--- src/rtl/clcd_pkg.sv ---
// Shared types, codes and the init sequence table for the character LCD
// 4-bit bus sequencer. No dependencies; every other file imports it.
package clcd_pkg;

    typedef enum logic [1:0] {
        OP_INIT  = 2'd0,
        OP_CLEAR = 2'd1,
        OP_MOVE  = 2'd2,
        OP_WRITE = 2'd3
    } t_op;

    localparam logic [1:0] CFG_ENABLE_PULSE = 2'd0;
    localparam logic [1:0] CFG_POWERON_WAIT = 2'd1;

    localparam logic [7:0] POWERON_WAIT_RST = 8'd50;
    localparam logic [7:0] CMD_CLEAR        = 8'h01;
    localparam logic [7:0] CMD_SET_DDRAM    = 8'h80;

    // Last sequence step of an init request and of a single byte.
    localparam logic [3:0] INIT_LAST_STEP = 4'd14;
    localparam logic [3:0] BYTE_LAST_STEP = 4'd1;

    localparam int QUEUE_DEPTH = 2;
    localparam int QPTR_W      = $clog2(QUEUE_DEPTH);
    localparam int QCNT_W      = $clog2(QUEUE_DEPTH + 1);

    typedef struct packed {
        t_op         opcode;
        logic [7:0]  char_code;
        logic [5:0]  column;
        logic [2:0]  line_index;
    } t_lcd_req;

    typedef struct packed {
        logic        event_kind;
        logic        reg_select;
        logic [3:0]  nibble;
        logic [7:0]  wait_ms;
        logic        last;
    } t_lcd_evt;

    // Classified request as it travels from the front to the back.
    typedef struct packed {
        logic        is_init;
        logic        rs;
        logic [7:0]  byte_val;
        logic        wait_one;
    } t_lcd_cmd;

    function automatic logic [7:0] row_base(input logic [2:0] row);
        logic [7:0] base;
        case (row)
            3'd0:    base = 8'h00;
            3'd1:    base = 8'h40;
            3'd2:    base = 8'h14;
            default: base = 8'h54;
        endcase
        return base;
    endfunction

    // Init sequence. Step zero is the all-pins-low event; its wait comes
    // from the configuration register and is filled in by the sequencer.
    function automatic t_lcd_evt init_evt(input logic [3:0] step);
        t_lcd_evt e;
        e = '{event_kind: 1'b1, reg_select: 1'b0, nibble: 4'h0,
              wait_ms: 8'd0, last: 1'b0};
        case (step)
            4'd0:  e.event_kind = 1'b0;
            4'd1:  begin e.nibble = 4'h3; e.wait_ms = 8'd5; end
            4'd2:  begin e.nibble = 4'h3; e.wait_ms = 8'd1; end
            4'd3:  begin e.nibble = 4'h3; e.wait_ms = 8'd1; end
            4'd4:  begin e.nibble = 4'h2; e.wait_ms = 8'd1; end
            4'd5:  e.nibble = 4'h2;
            4'd6:  begin e.nibble = 4'h8; e.wait_ms = 8'd1; end
            4'd7:  e.nibble = 4'h0;
            4'd8:  begin e.nibble = 4'h8; e.wait_ms = 8'd1; end
            4'd9:  e.nibble = 4'h0;
            4'd10: begin e.nibble = 4'h1; e.wait_ms = 8'd2; end
            4'd11: e.nibble = 4'h0;
            4'd12: begin e.nibble = 4'h6; e.wait_ms = 8'd1; end
            4'd13: e.nibble = 4'h0;
            4'd14: begin e.nibble = 4'hC; e.wait_ms = 8'd10; e.last = 1'b1; end
            default: e.event_kind = 1'b0;
        endcase
        return e;
    endfunction

endpackage

--- src/rtl/clcd_front.sv ---
// Front stage: accepts requests, classifies them into a byte command and
// holds one in a register until the queue takes it. Depends on clcd_pkg.
module clcd_front import clcd_pkg::*; (
    input  logic      i_clk,
    input  logic      i_rst_n,
    input  logic      i_valid,
    output logic      o_ready,
    input  t_lcd_req  i_req,
    output logic      o_cmd_valid,
    input  logic      i_cmd_ready,
    output t_lcd_cmd  o_cmd
);

    logic     r_valid, n_valid;
    t_lcd_cmd r_cmd;
    t_lcd_cmd cls;
    logic [7:0] addr;

    assign addr = {2'b00, i_req.column} + row_base(i_req.line_index);

    always_comb begin
        cls = '{is_init: 1'b0, rs: 1'b0, byte_val: CMD_CLEAR, wait_one: 1'b0};
        case (i_req.opcode)
            OP_INIT:  cls.is_init = 1'b1;
            OP_CLEAR: cls.wait_one = 1'b1;
            OP_MOVE:  cls.byte_val = CMD_SET_DDRAM | addr;
            OP_WRITE: begin
                cls.rs       = 1'b1;
                cls.byte_val = i_req.char_code;
            end
            default:  cls.is_init = 1'b1;
        endcase
    end

    assign o_ready     = !r_valid || i_cmd_ready;
    assign o_cmd_valid = r_valid;
    assign o_cmd       = r_cmd;

    always_comb begin
        n_valid = r_valid;
        if (o_ready) begin
            n_valid = i_valid;
        end
    end

    always_ff @(posedge i_clk) begin
        if (!i_rst_n) begin
            r_valid <= 1'b0;
        end else begin
            r_valid <= n_valid;
        end
    end

    always_ff @(posedge i_clk) begin
        if (o_ready && i_valid) begin
            r_cmd <= cls;
        end
    end

endmodule

--- src/rtl/clcd_queue.sv ---
// Short command queue between the front and the sequencer so that each
// side can stall on its own. Depends on clcd_pkg.
module clcd_queue import clcd_pkg::*; (
    input  logic      i_clk,
    input  logic      i_rst_n,
    input  logic      i_push,
    input  t_lcd_cmd  i_data,
    output logic      o_ready,
    input  logic      i_pop,
    output logic      o_valid,
    output t_lcd_cmd  o_data
);

    t_lcd_cmd            r_mem [QUEUE_DEPTH];
    logic [QPTR_W-1:0]   r_wr, r_rd;
    logic [QCNT_W-1:0]   r_cnt;
    logic                push_ok, pop_ok;

    assign o_ready = r_cnt != QCNT_W'(QUEUE_DEPTH);
    assign o_valid = r_cnt != '0;
    assign o_data  = r_mem[r_rd];
    assign push_ok = i_push && o_ready;
    assign pop_ok  = i_pop && o_valid;

    function automatic logic [QPTR_W-1:0] ptr_inc(input logic [QPTR_W-1:0] p);
        return (p == QPTR_W'(QUEUE_DEPTH - 1)) ? '0 : p + 1'b1;
    endfunction

    always_ff @(posedge i_clk) begin
        if (!i_rst_n) begin
            r_wr  <= '0;
            r_rd  <= '0;
            r_cnt <= '0;
        end else begin
            if (push_ok) begin
                r_wr <= ptr_inc(r_wr);
            end
            if (pop_ok) begin
                r_rd <= ptr_inc(r_rd);
            end
            if (push_ok && !pop_ok) begin
                r_cnt <= r_cnt + 1'b1;
            end else if (pop_ok && !push_ok) begin
                r_cnt <= r_cnt - 1'b1;
            end
        end
    end

    always_ff @(posedge i_clk) begin
        if (push_ok) begin
            r_mem[r_wr] <= i_data;
        end
    end

endmodule

--- src/rtl/clcd_back.sv ---
// Sequencer: plays each queued command out as bus events into an output register,
// one per cycle unless the receiver stalls. Depends on clcd_pkg.
module clcd_back import clcd_pkg::*; (
    input  logic      i_clk,
    input  logic      i_rst_n,
    input  logic [7:0] i_poweron_wait,
    input  logic      i_cmd_valid,
    input  t_lcd_cmd  i_cmd,
    output logic      o_pop,
    output logic      o_valid,
    input  logic      i_ready,
    output t_lcd_evt  o_evt
);

    logic [3:0] r_step, n_step;
    logic       r_out_valid;
    t_lcd_evt   r_out;
    t_lcd_evt   evt;
    logic       ld;

    always_comb begin
        if (i_cmd.is_init) begin
            evt = init_evt(r_step);
            if (r_step == '0) begin
                evt.wait_ms = i_poweron_wait;
            end
        end else begin
            evt.event_kind = 1'b1;
            evt.reg_select = i_cmd.rs;
            evt.last       = r_step == BYTE_LAST_STEP;
            if (evt.last) begin
                evt.nibble  = i_cmd.byte_val[3:0];
                evt.wait_ms = {7'd0, i_cmd.wait_one};
            end else begin
                evt.nibble  = i_cmd.byte_val[7:4];
                evt.wait_ms = 8'd0;
            end
        end
    end

    assign ld      = i_cmd_valid && (!r_out_valid || i_ready);
    assign o_pop   = ld && evt.last;
    assign o_valid = r_out_valid;
    assign o_evt   = r_out;

    always_comb begin
        n_step = r_step;
        if (ld) begin
            n_step = evt.last ? 4'd0 : r_step + 4'd1;
        end
    end

    always_ff @(posedge i_clk) begin
        if (!i_rst_n) begin
            r_step      <= '0;
            r_out_valid <= 1'b0;
        end else begin
            r_step <= n_step;
            if (ld) begin
                r_out_valid <= 1'b1;
            end else if (i_ready) begin
                r_out_valid <= 1'b0;
            end
        end
    end

    always_ff @(posedge i_clk) begin
        if (ld) begin
            r_out <= evt;
        end
    end

    // The step counter never runs past the end of the command it serves.
    a_step_range: assert property (@(posedge i_clk) disable iff (!i_rst_n)
        i_cmd_valid |-> (r_step <= (i_cmd.is_init ? INIT_LAST_STEP : BYTE_LAST_STEP)))
        else $error("sequencer step beyond end of command");

    // A command leaves the queue exactly when its last event is loaded.
    a_pop_last: assert property (@(posedge i_clk) disable iff (!i_rst_n)
        o_pop |=> (r_out_valid && r_out.last && r_step == '0))
        else $error("command popped without loading its last event");

    // The sequencer is never part way through a command while the queue is empty.
    a_load_src: assert property (@(posedge i_clk) disable iff (!i_rst_n)
        (r_step != '0) |-> i_cmd_valid)
        else $error("sequencer mid-command with empty queue");

endmodule

--- src/rtl/char_lcd_4bit_sequencer.sv ---
// Character LCD 4-bit bus sequencer. A request (init, clear, cursor move
// or character write) is accepted whenever the front register can move on,
// back to back while the command queue has room. Each request is played out
// as bus events at one event per cycle while the receiver does not stall.
// Init is played out as 15 events and every other request as 2. The rate
// is set by the back sequencer, which emits one event per clock into the
// output register when not stalled. A two-entry command queue lets requests
// be taken while events of earlier ones are still waiting. With the queue
// empty and the sequencer idle, a request passes the front register and the
// queue before its first event is loaded into the output register. A write
// to the enable pulse width index is accepted on the configuration port, but
// it is stored nowhere and changes no event field. Depends on clcd_pkg and
// the clcd_front, clcd_queue and clcd_back modules.
module char_lcd_4bit_sequencer import clcd_pkg::*; (
    input  logic       i_clk,
    input  logic       i_rst_n,
    input  logic       i_valid,
    output logic       o_ready,
    input  t_lcd_req   i_req,
    output logic       o_valid,
    input  logic       i_ready,
    output t_lcd_evt   o_evt,
    input  logic       i_cfg_we,
    input  logic [1:0] i_cfg_idx,
    input  logic [7:0] i_cfg_data
);

    logic       poweron_we;
    logic [7:0] r_poweron_ms;
    logic       f_valid, f_ready;
    t_lcd_cmd   f_cmd;
    logic       q_valid, q_pop;
    t_lcd_cmd   q_cmd;

    // Only the power-on wait reaches the event stream.
    assign poweron_we = i_cfg_we && (i_cfg_idx == CFG_POWERON_WAIT);

    always_ff @(posedge i_clk) begin
        if (!i_rst_n) begin
            r_poweron_ms <= POWERON_WAIT_RST;
        end else if (poweron_we) begin
            r_poweron_ms <= i_cfg_data;
        end
    end

    clcd_front u_front (
        .i_clk       (i_clk),
        .i_rst_n     (i_rst_n),
        .i_valid     (i_valid),
        .o_ready     (o_ready),
        .i_req       (i_req),
        .o_cmd_valid (f_valid),
        .i_cmd_ready (f_ready),
        .o_cmd       (f_cmd)
    );

    clcd_queue u_queue (
        .i_clk   (i_clk),
        .i_rst_n (i_rst_n),
        .i_push  (f_valid),
        .i_data  (f_cmd),
        .o_ready (f_ready),
        .i_pop   (q_pop),
        .o_valid (q_valid),
        .o_data  (q_cmd)
    );

    clcd_back u_back (
        .i_clk          (i_clk),
        .i_rst_n        (i_rst_n),
        .i_poweron_wait (r_poweron_ms),
        .i_cmd_valid    (q_valid),
        .i_cmd          (q_cmd),
        .o_pop          (q_pop),
        .o_valid        (o_valid),
        .i_ready        (i_ready),
        .o_evt          (o_evt)
    );

endmodule

--- config.mk ---
export PLATFORM = sky130hd
export DESIGN_NAME = char_lcd_4bit_sequencer
export DESIGN_NICKNAME = d
export VERILOG_FILES = /design/src/rtl/clcd_pkg.sv /design/src/rtl/clcd_front.sv /design/src/rtl/clcd_queue.sv /design/src/rtl/clcd_back.sv /design/src/rtl/char_lcd_4bit_sequencer.sv
export SDC_FILE = /design/constraint.sdc
export NUM_CORES = 1
export LEC_CHECK = 0
export BUFFER_PORTS_ARGS = -buffer_cell sky130_fd_sc_hd__buf_4
export CORE_ASPECT_RATIO = 1.5
export CORE_MARGIN = 2
export CORE_UTILIZATION = 51
export DETAILED_ROUTE_END_ITERATION = 8
export GPL_TIMING_DRIVEN = 0
export PLACE_DENSITY = 0.74
export SYNTH_ARGS = -nofsm -noshare
export SYNTH_HDL_FRONTEND = slang
export SYNTH_SLANG_ARGS = --single-unit
--- constraint.sdc ---
create_clock -name i_clk -period 5.4 [get_ports i_clk]
set_input_delay 0.54 -clock i_clk [delete_from_list [all_inputs] [get_ports i_clk]]
set_output_delay 0.54 -clock i_clk [all_outputs]
set_load 0.005 [all_outputs]
==> impl_metrics.py <==
metrics = {
    "sta": {
        "max_freq_ghz": 0.3852,
        "tightestPinTransition_ps": 884.2,
        "tns_ps": 0,
        "maxSlewHeadroom": 0.4083,
        "finalCriticalPeriod_ps": 2596,
        "fin_crit_sh": 0.4807,
        "drv_slew": 0,
        "rsz0062_at_grt": "false",
        "fin_skew_ps": 10.09,
        "hold_viol": 0,
        "setup_viol": 0,
        "whs_ps": 396.5,
    },
    "setup_path": {
        "crit_path_max_fanout": 10,
        "end_kind": "flip-flop",
        "crit_arrival_ps": 2870,
        "startpoint": "u_back.r_step[0]",
        "required_ps": 5680,
        "start_kind": "flip-flop",
        "reg2reg_depth": 9,
        "r2r-start": "u_back.r_step[0]",
        "r2r-end": "u_queue.r_cnt[1]",
        "worstSetupPathType": "flip-flop to flip-flop",
        "ff2ff_setup_slack_ps": 2800,
    },
    "synthesis": {
        "yosys.area.top_type": "edfxtp_1",
        "ys_seq_area_frac": 0.6133,
        "synth-edff-count": 48,
        "ys_async_sr_fraction": 0,
        "netlist_instances": 240,
        "yosysTopAreaCellShare": 0.4853,
        "synth.area.top_cells": "edfxtp_1, dfxtp_1, nand2_1, mux4_1, ha_1",
        "synth_area_per_cell_um2": 12.38,
        "ys.warnings.count": 0,
        "synthDistinctLibCells": 46,
        "ys_ff_latch": 67,
        "synth_ff_type": "edfxtp_1",
        "syn_nets": 282,
        "syn_area_um2": 2970,
    },
    "routing": {
        "drt-wirelength-per-cell_um": 13.64,
        "drt_iter0_drc": 192,
        "totalWireLength_mm": 5.144,
        "drcViolationCount": 0,
        "antenna_left": 0,
        "first_pass_iters": 4,
        "vias": 2003,
        "via_per_inst": 5.313,
    },
    "clock_tree": {
        "path_clk_slew_ps": 80,
        "cts-hold-fix-buffers": 0,
        "cts_tree": "done",
        "htree_levels": 3,
        "cts-root-buf": "clkbuf_8",
        "post_cts_buffers": 0,
        "cts.sinks": 67,
        "insertion_delay_ps": 340,
        "ctsResizeCount": 0,
        "clk_path_buf_depth": 2,
        "cts_buffers": 9,
    },
    "hold_path": {
        "worstHoldStart": "i_cfg_data[5]",
        "hold_depth": 3,
        "hp-class": "input pin to flip-flop",
        "min_to": "r_poweron_ms[5]",
    },
    "grt": {
        "gr-usage-all-layers": 0.1778,
        "grt-ovfl-total": 0,
        "antenna_found_initial": 0,
        "grt_max_degree": 20,
        "grt_pass1_vias": 1996,
        "grt_pass1_wl_mm": 8.638,
    },
    "cells_and_area": {
        "final_nets": 342,
        "drive_gt1_frac": 0.2426,
        "syn_to_final_growth_pct": 22.49,
        "fin_util": 0.6383,
        "antenna_cells": 0,
    },
    "pwr": {
        "internal-power_w": 0.0009656,
        "p_sw_w": 0.0003199,
        "leakage_nw": 1.423,
        "power_frac_seq": 0.494,
        "p_sw_frac": 0.2489,
        "finalPower_w": 0.001285,
        "combinationalPowerShare": 0.169,
        "p_per_area_nw_per_um2": 353.3,
        "ir_worst_vdd_uv": 202.4,
        "pwr-share-clk": 0.337,
    },
    "floorplanning": {
        "die_width_um": 66.31,
        "ios": 51,
        "die_area_um2": 6463,
        "rows": 34,
        "die_y_um": 97.47,
        "core_um2": 5700,
        "start_util": 0.5211,
    },
    "place": {
        "dp_hpwl_mm": 3.836,
        "gp_congestion": 0.8988,
        "portBuffers": 49,
    },
    "flow_run": {
        "drv_cap": 0,
    },
    "status": {
        "outcome": "finished clean",
    },
}
## placed cells by master (no fill, tap or decap), types with 2 or more instances in the layout
cell type / count
nor4_1: 2
clkbuf_1: 8
xnor2_1: 2
and2_1: 7
mux4_1: 4
inv_1: 9
nand2_1: 32
nor2_1: 15
o31ai_1: 3
nand3_1: 7
o2bb2ai_1: 2
or2_2: 3
dfxtp_1: 19
o21ai_0: 3
mux2i_1: 10
buf_4: 49
nor2b_1: 6
o221ai_1: 2
xor2_1: 4
buf_6: 2
ha_1: 8
edfxtp_1: 48
a31oi_1: 3
or3_1: 3
a21oi_1: 14
clkbuf_8: 9
nand2b_1: 4
## synth_stat cells, drive strengths merged, types with 4 or more instances
cell type	instances
a21oi	14
and2	7
clkbuf	8
dfxtp	19
edfxtp	48
ha	8
inv	9
mux2i	11
mux4	4
nand2	32
nand2b	4
nand3	7
nor2	15
nor2b	6
or2	4
xor2	4
## metrics by stage
| step | std cells | area [µm²] | setup slack [ps] |
|---|---|---|---|
| 4_1_cts | 377 | 3638 | 2812 |
| 3_3_place_gp | 361 | 3428 | 2655 |
| 5_1_grt | 377 | 3638 | 2605 |
| 2_1_floorplan | 240 | 2970 | 3015 |
| 6_report | 377 | 3638 | 2804 |
| 3_5_place_dp | 361 | 3428 | 2616 |
## final cells by class
| cell class | count | area [µm²] |
|---|---|---|
| plain buffers | 11 | 57.56 |
| clock buffers | 11 | 152.6 |
| clock inverters | 5 | 57.56 |
| fillers | 470 | 2062 |
| inverters | 9 | 33.78 |
| multi-input cells | 153 | 1057 |
| flip-flops and latches | 67 | 1822 |
| well taps | 72 | 90.09 |
| repair buffers | 49 | 367.9 |
## worst max path at each step
stage / end / slack [ps] / cells past startpoint
global placement: u_queue.r_cnt[1] / 2660 / 9
CTS: u_queue.r_cnt[1] / 2810 / 8
finish: u_queue.r_cnt[1] / 2800 / 9
floorplan: u_queue.r_cnt[1] / 3020 / 8
detailed placement: u_queue.r_cnt[1] / 2620 / 9
global route: u_queue.r_cnt[1] / 2600 / 9
## logic make-up after synthesis
kind of cell,Yosys count,synth area share
simple gates,88,0.1466
mux,16,0.08172
buf+inv,20,0.03075
fa+ha+maj,8,0.03370
xor+xnor,6,0.01769
compound gates,35,0.07625
flops,67,0.6133
## critical path, cell delays in order, from the launching register on
cell      delay [ps]
dfxtp_1          370
inv_1            110
ha_1             140
clkbuf_1         350
nand3_1          250
mux2i_4          240
nand2_1          160
ha_1             400
or3_1            350
a21oi_1          150
## sequential cells by signal (all words and copies together) (netlist names), 2 cells and up, named ones only
signal and cells:
u_front.o_cmd 11, u_back.r_step 4, u_queue.r_mem 22, r_poweron_ms 8
u_back.o_evt 15, u_queue.r_cnt 2
## power groups by stage
stage | registers, W | clock network [W] | logic (W)
2_1_floorplan | 0.000645 | 0 | 0.000132
3_5_place_dp | 0.000647 | 0 | 0.000220
5_1_grt | 0.000641 | 0.000467 | 0.000243
4_1_cts | 0.000636 | 0.000443 | 0.000221
3_3_place_gp | 0.000644 | 0 | 0.000215
6_report | 0.000635 | 0.000433 | 0.000217
## routing by layer
metal,wire (µm),global-route usage
met1,1850,0.1790
met5,0,0
met3,291,0.06141
met4,83,0.07221
met2,2918,0.3208
Power figures use the tool's default switching activity.
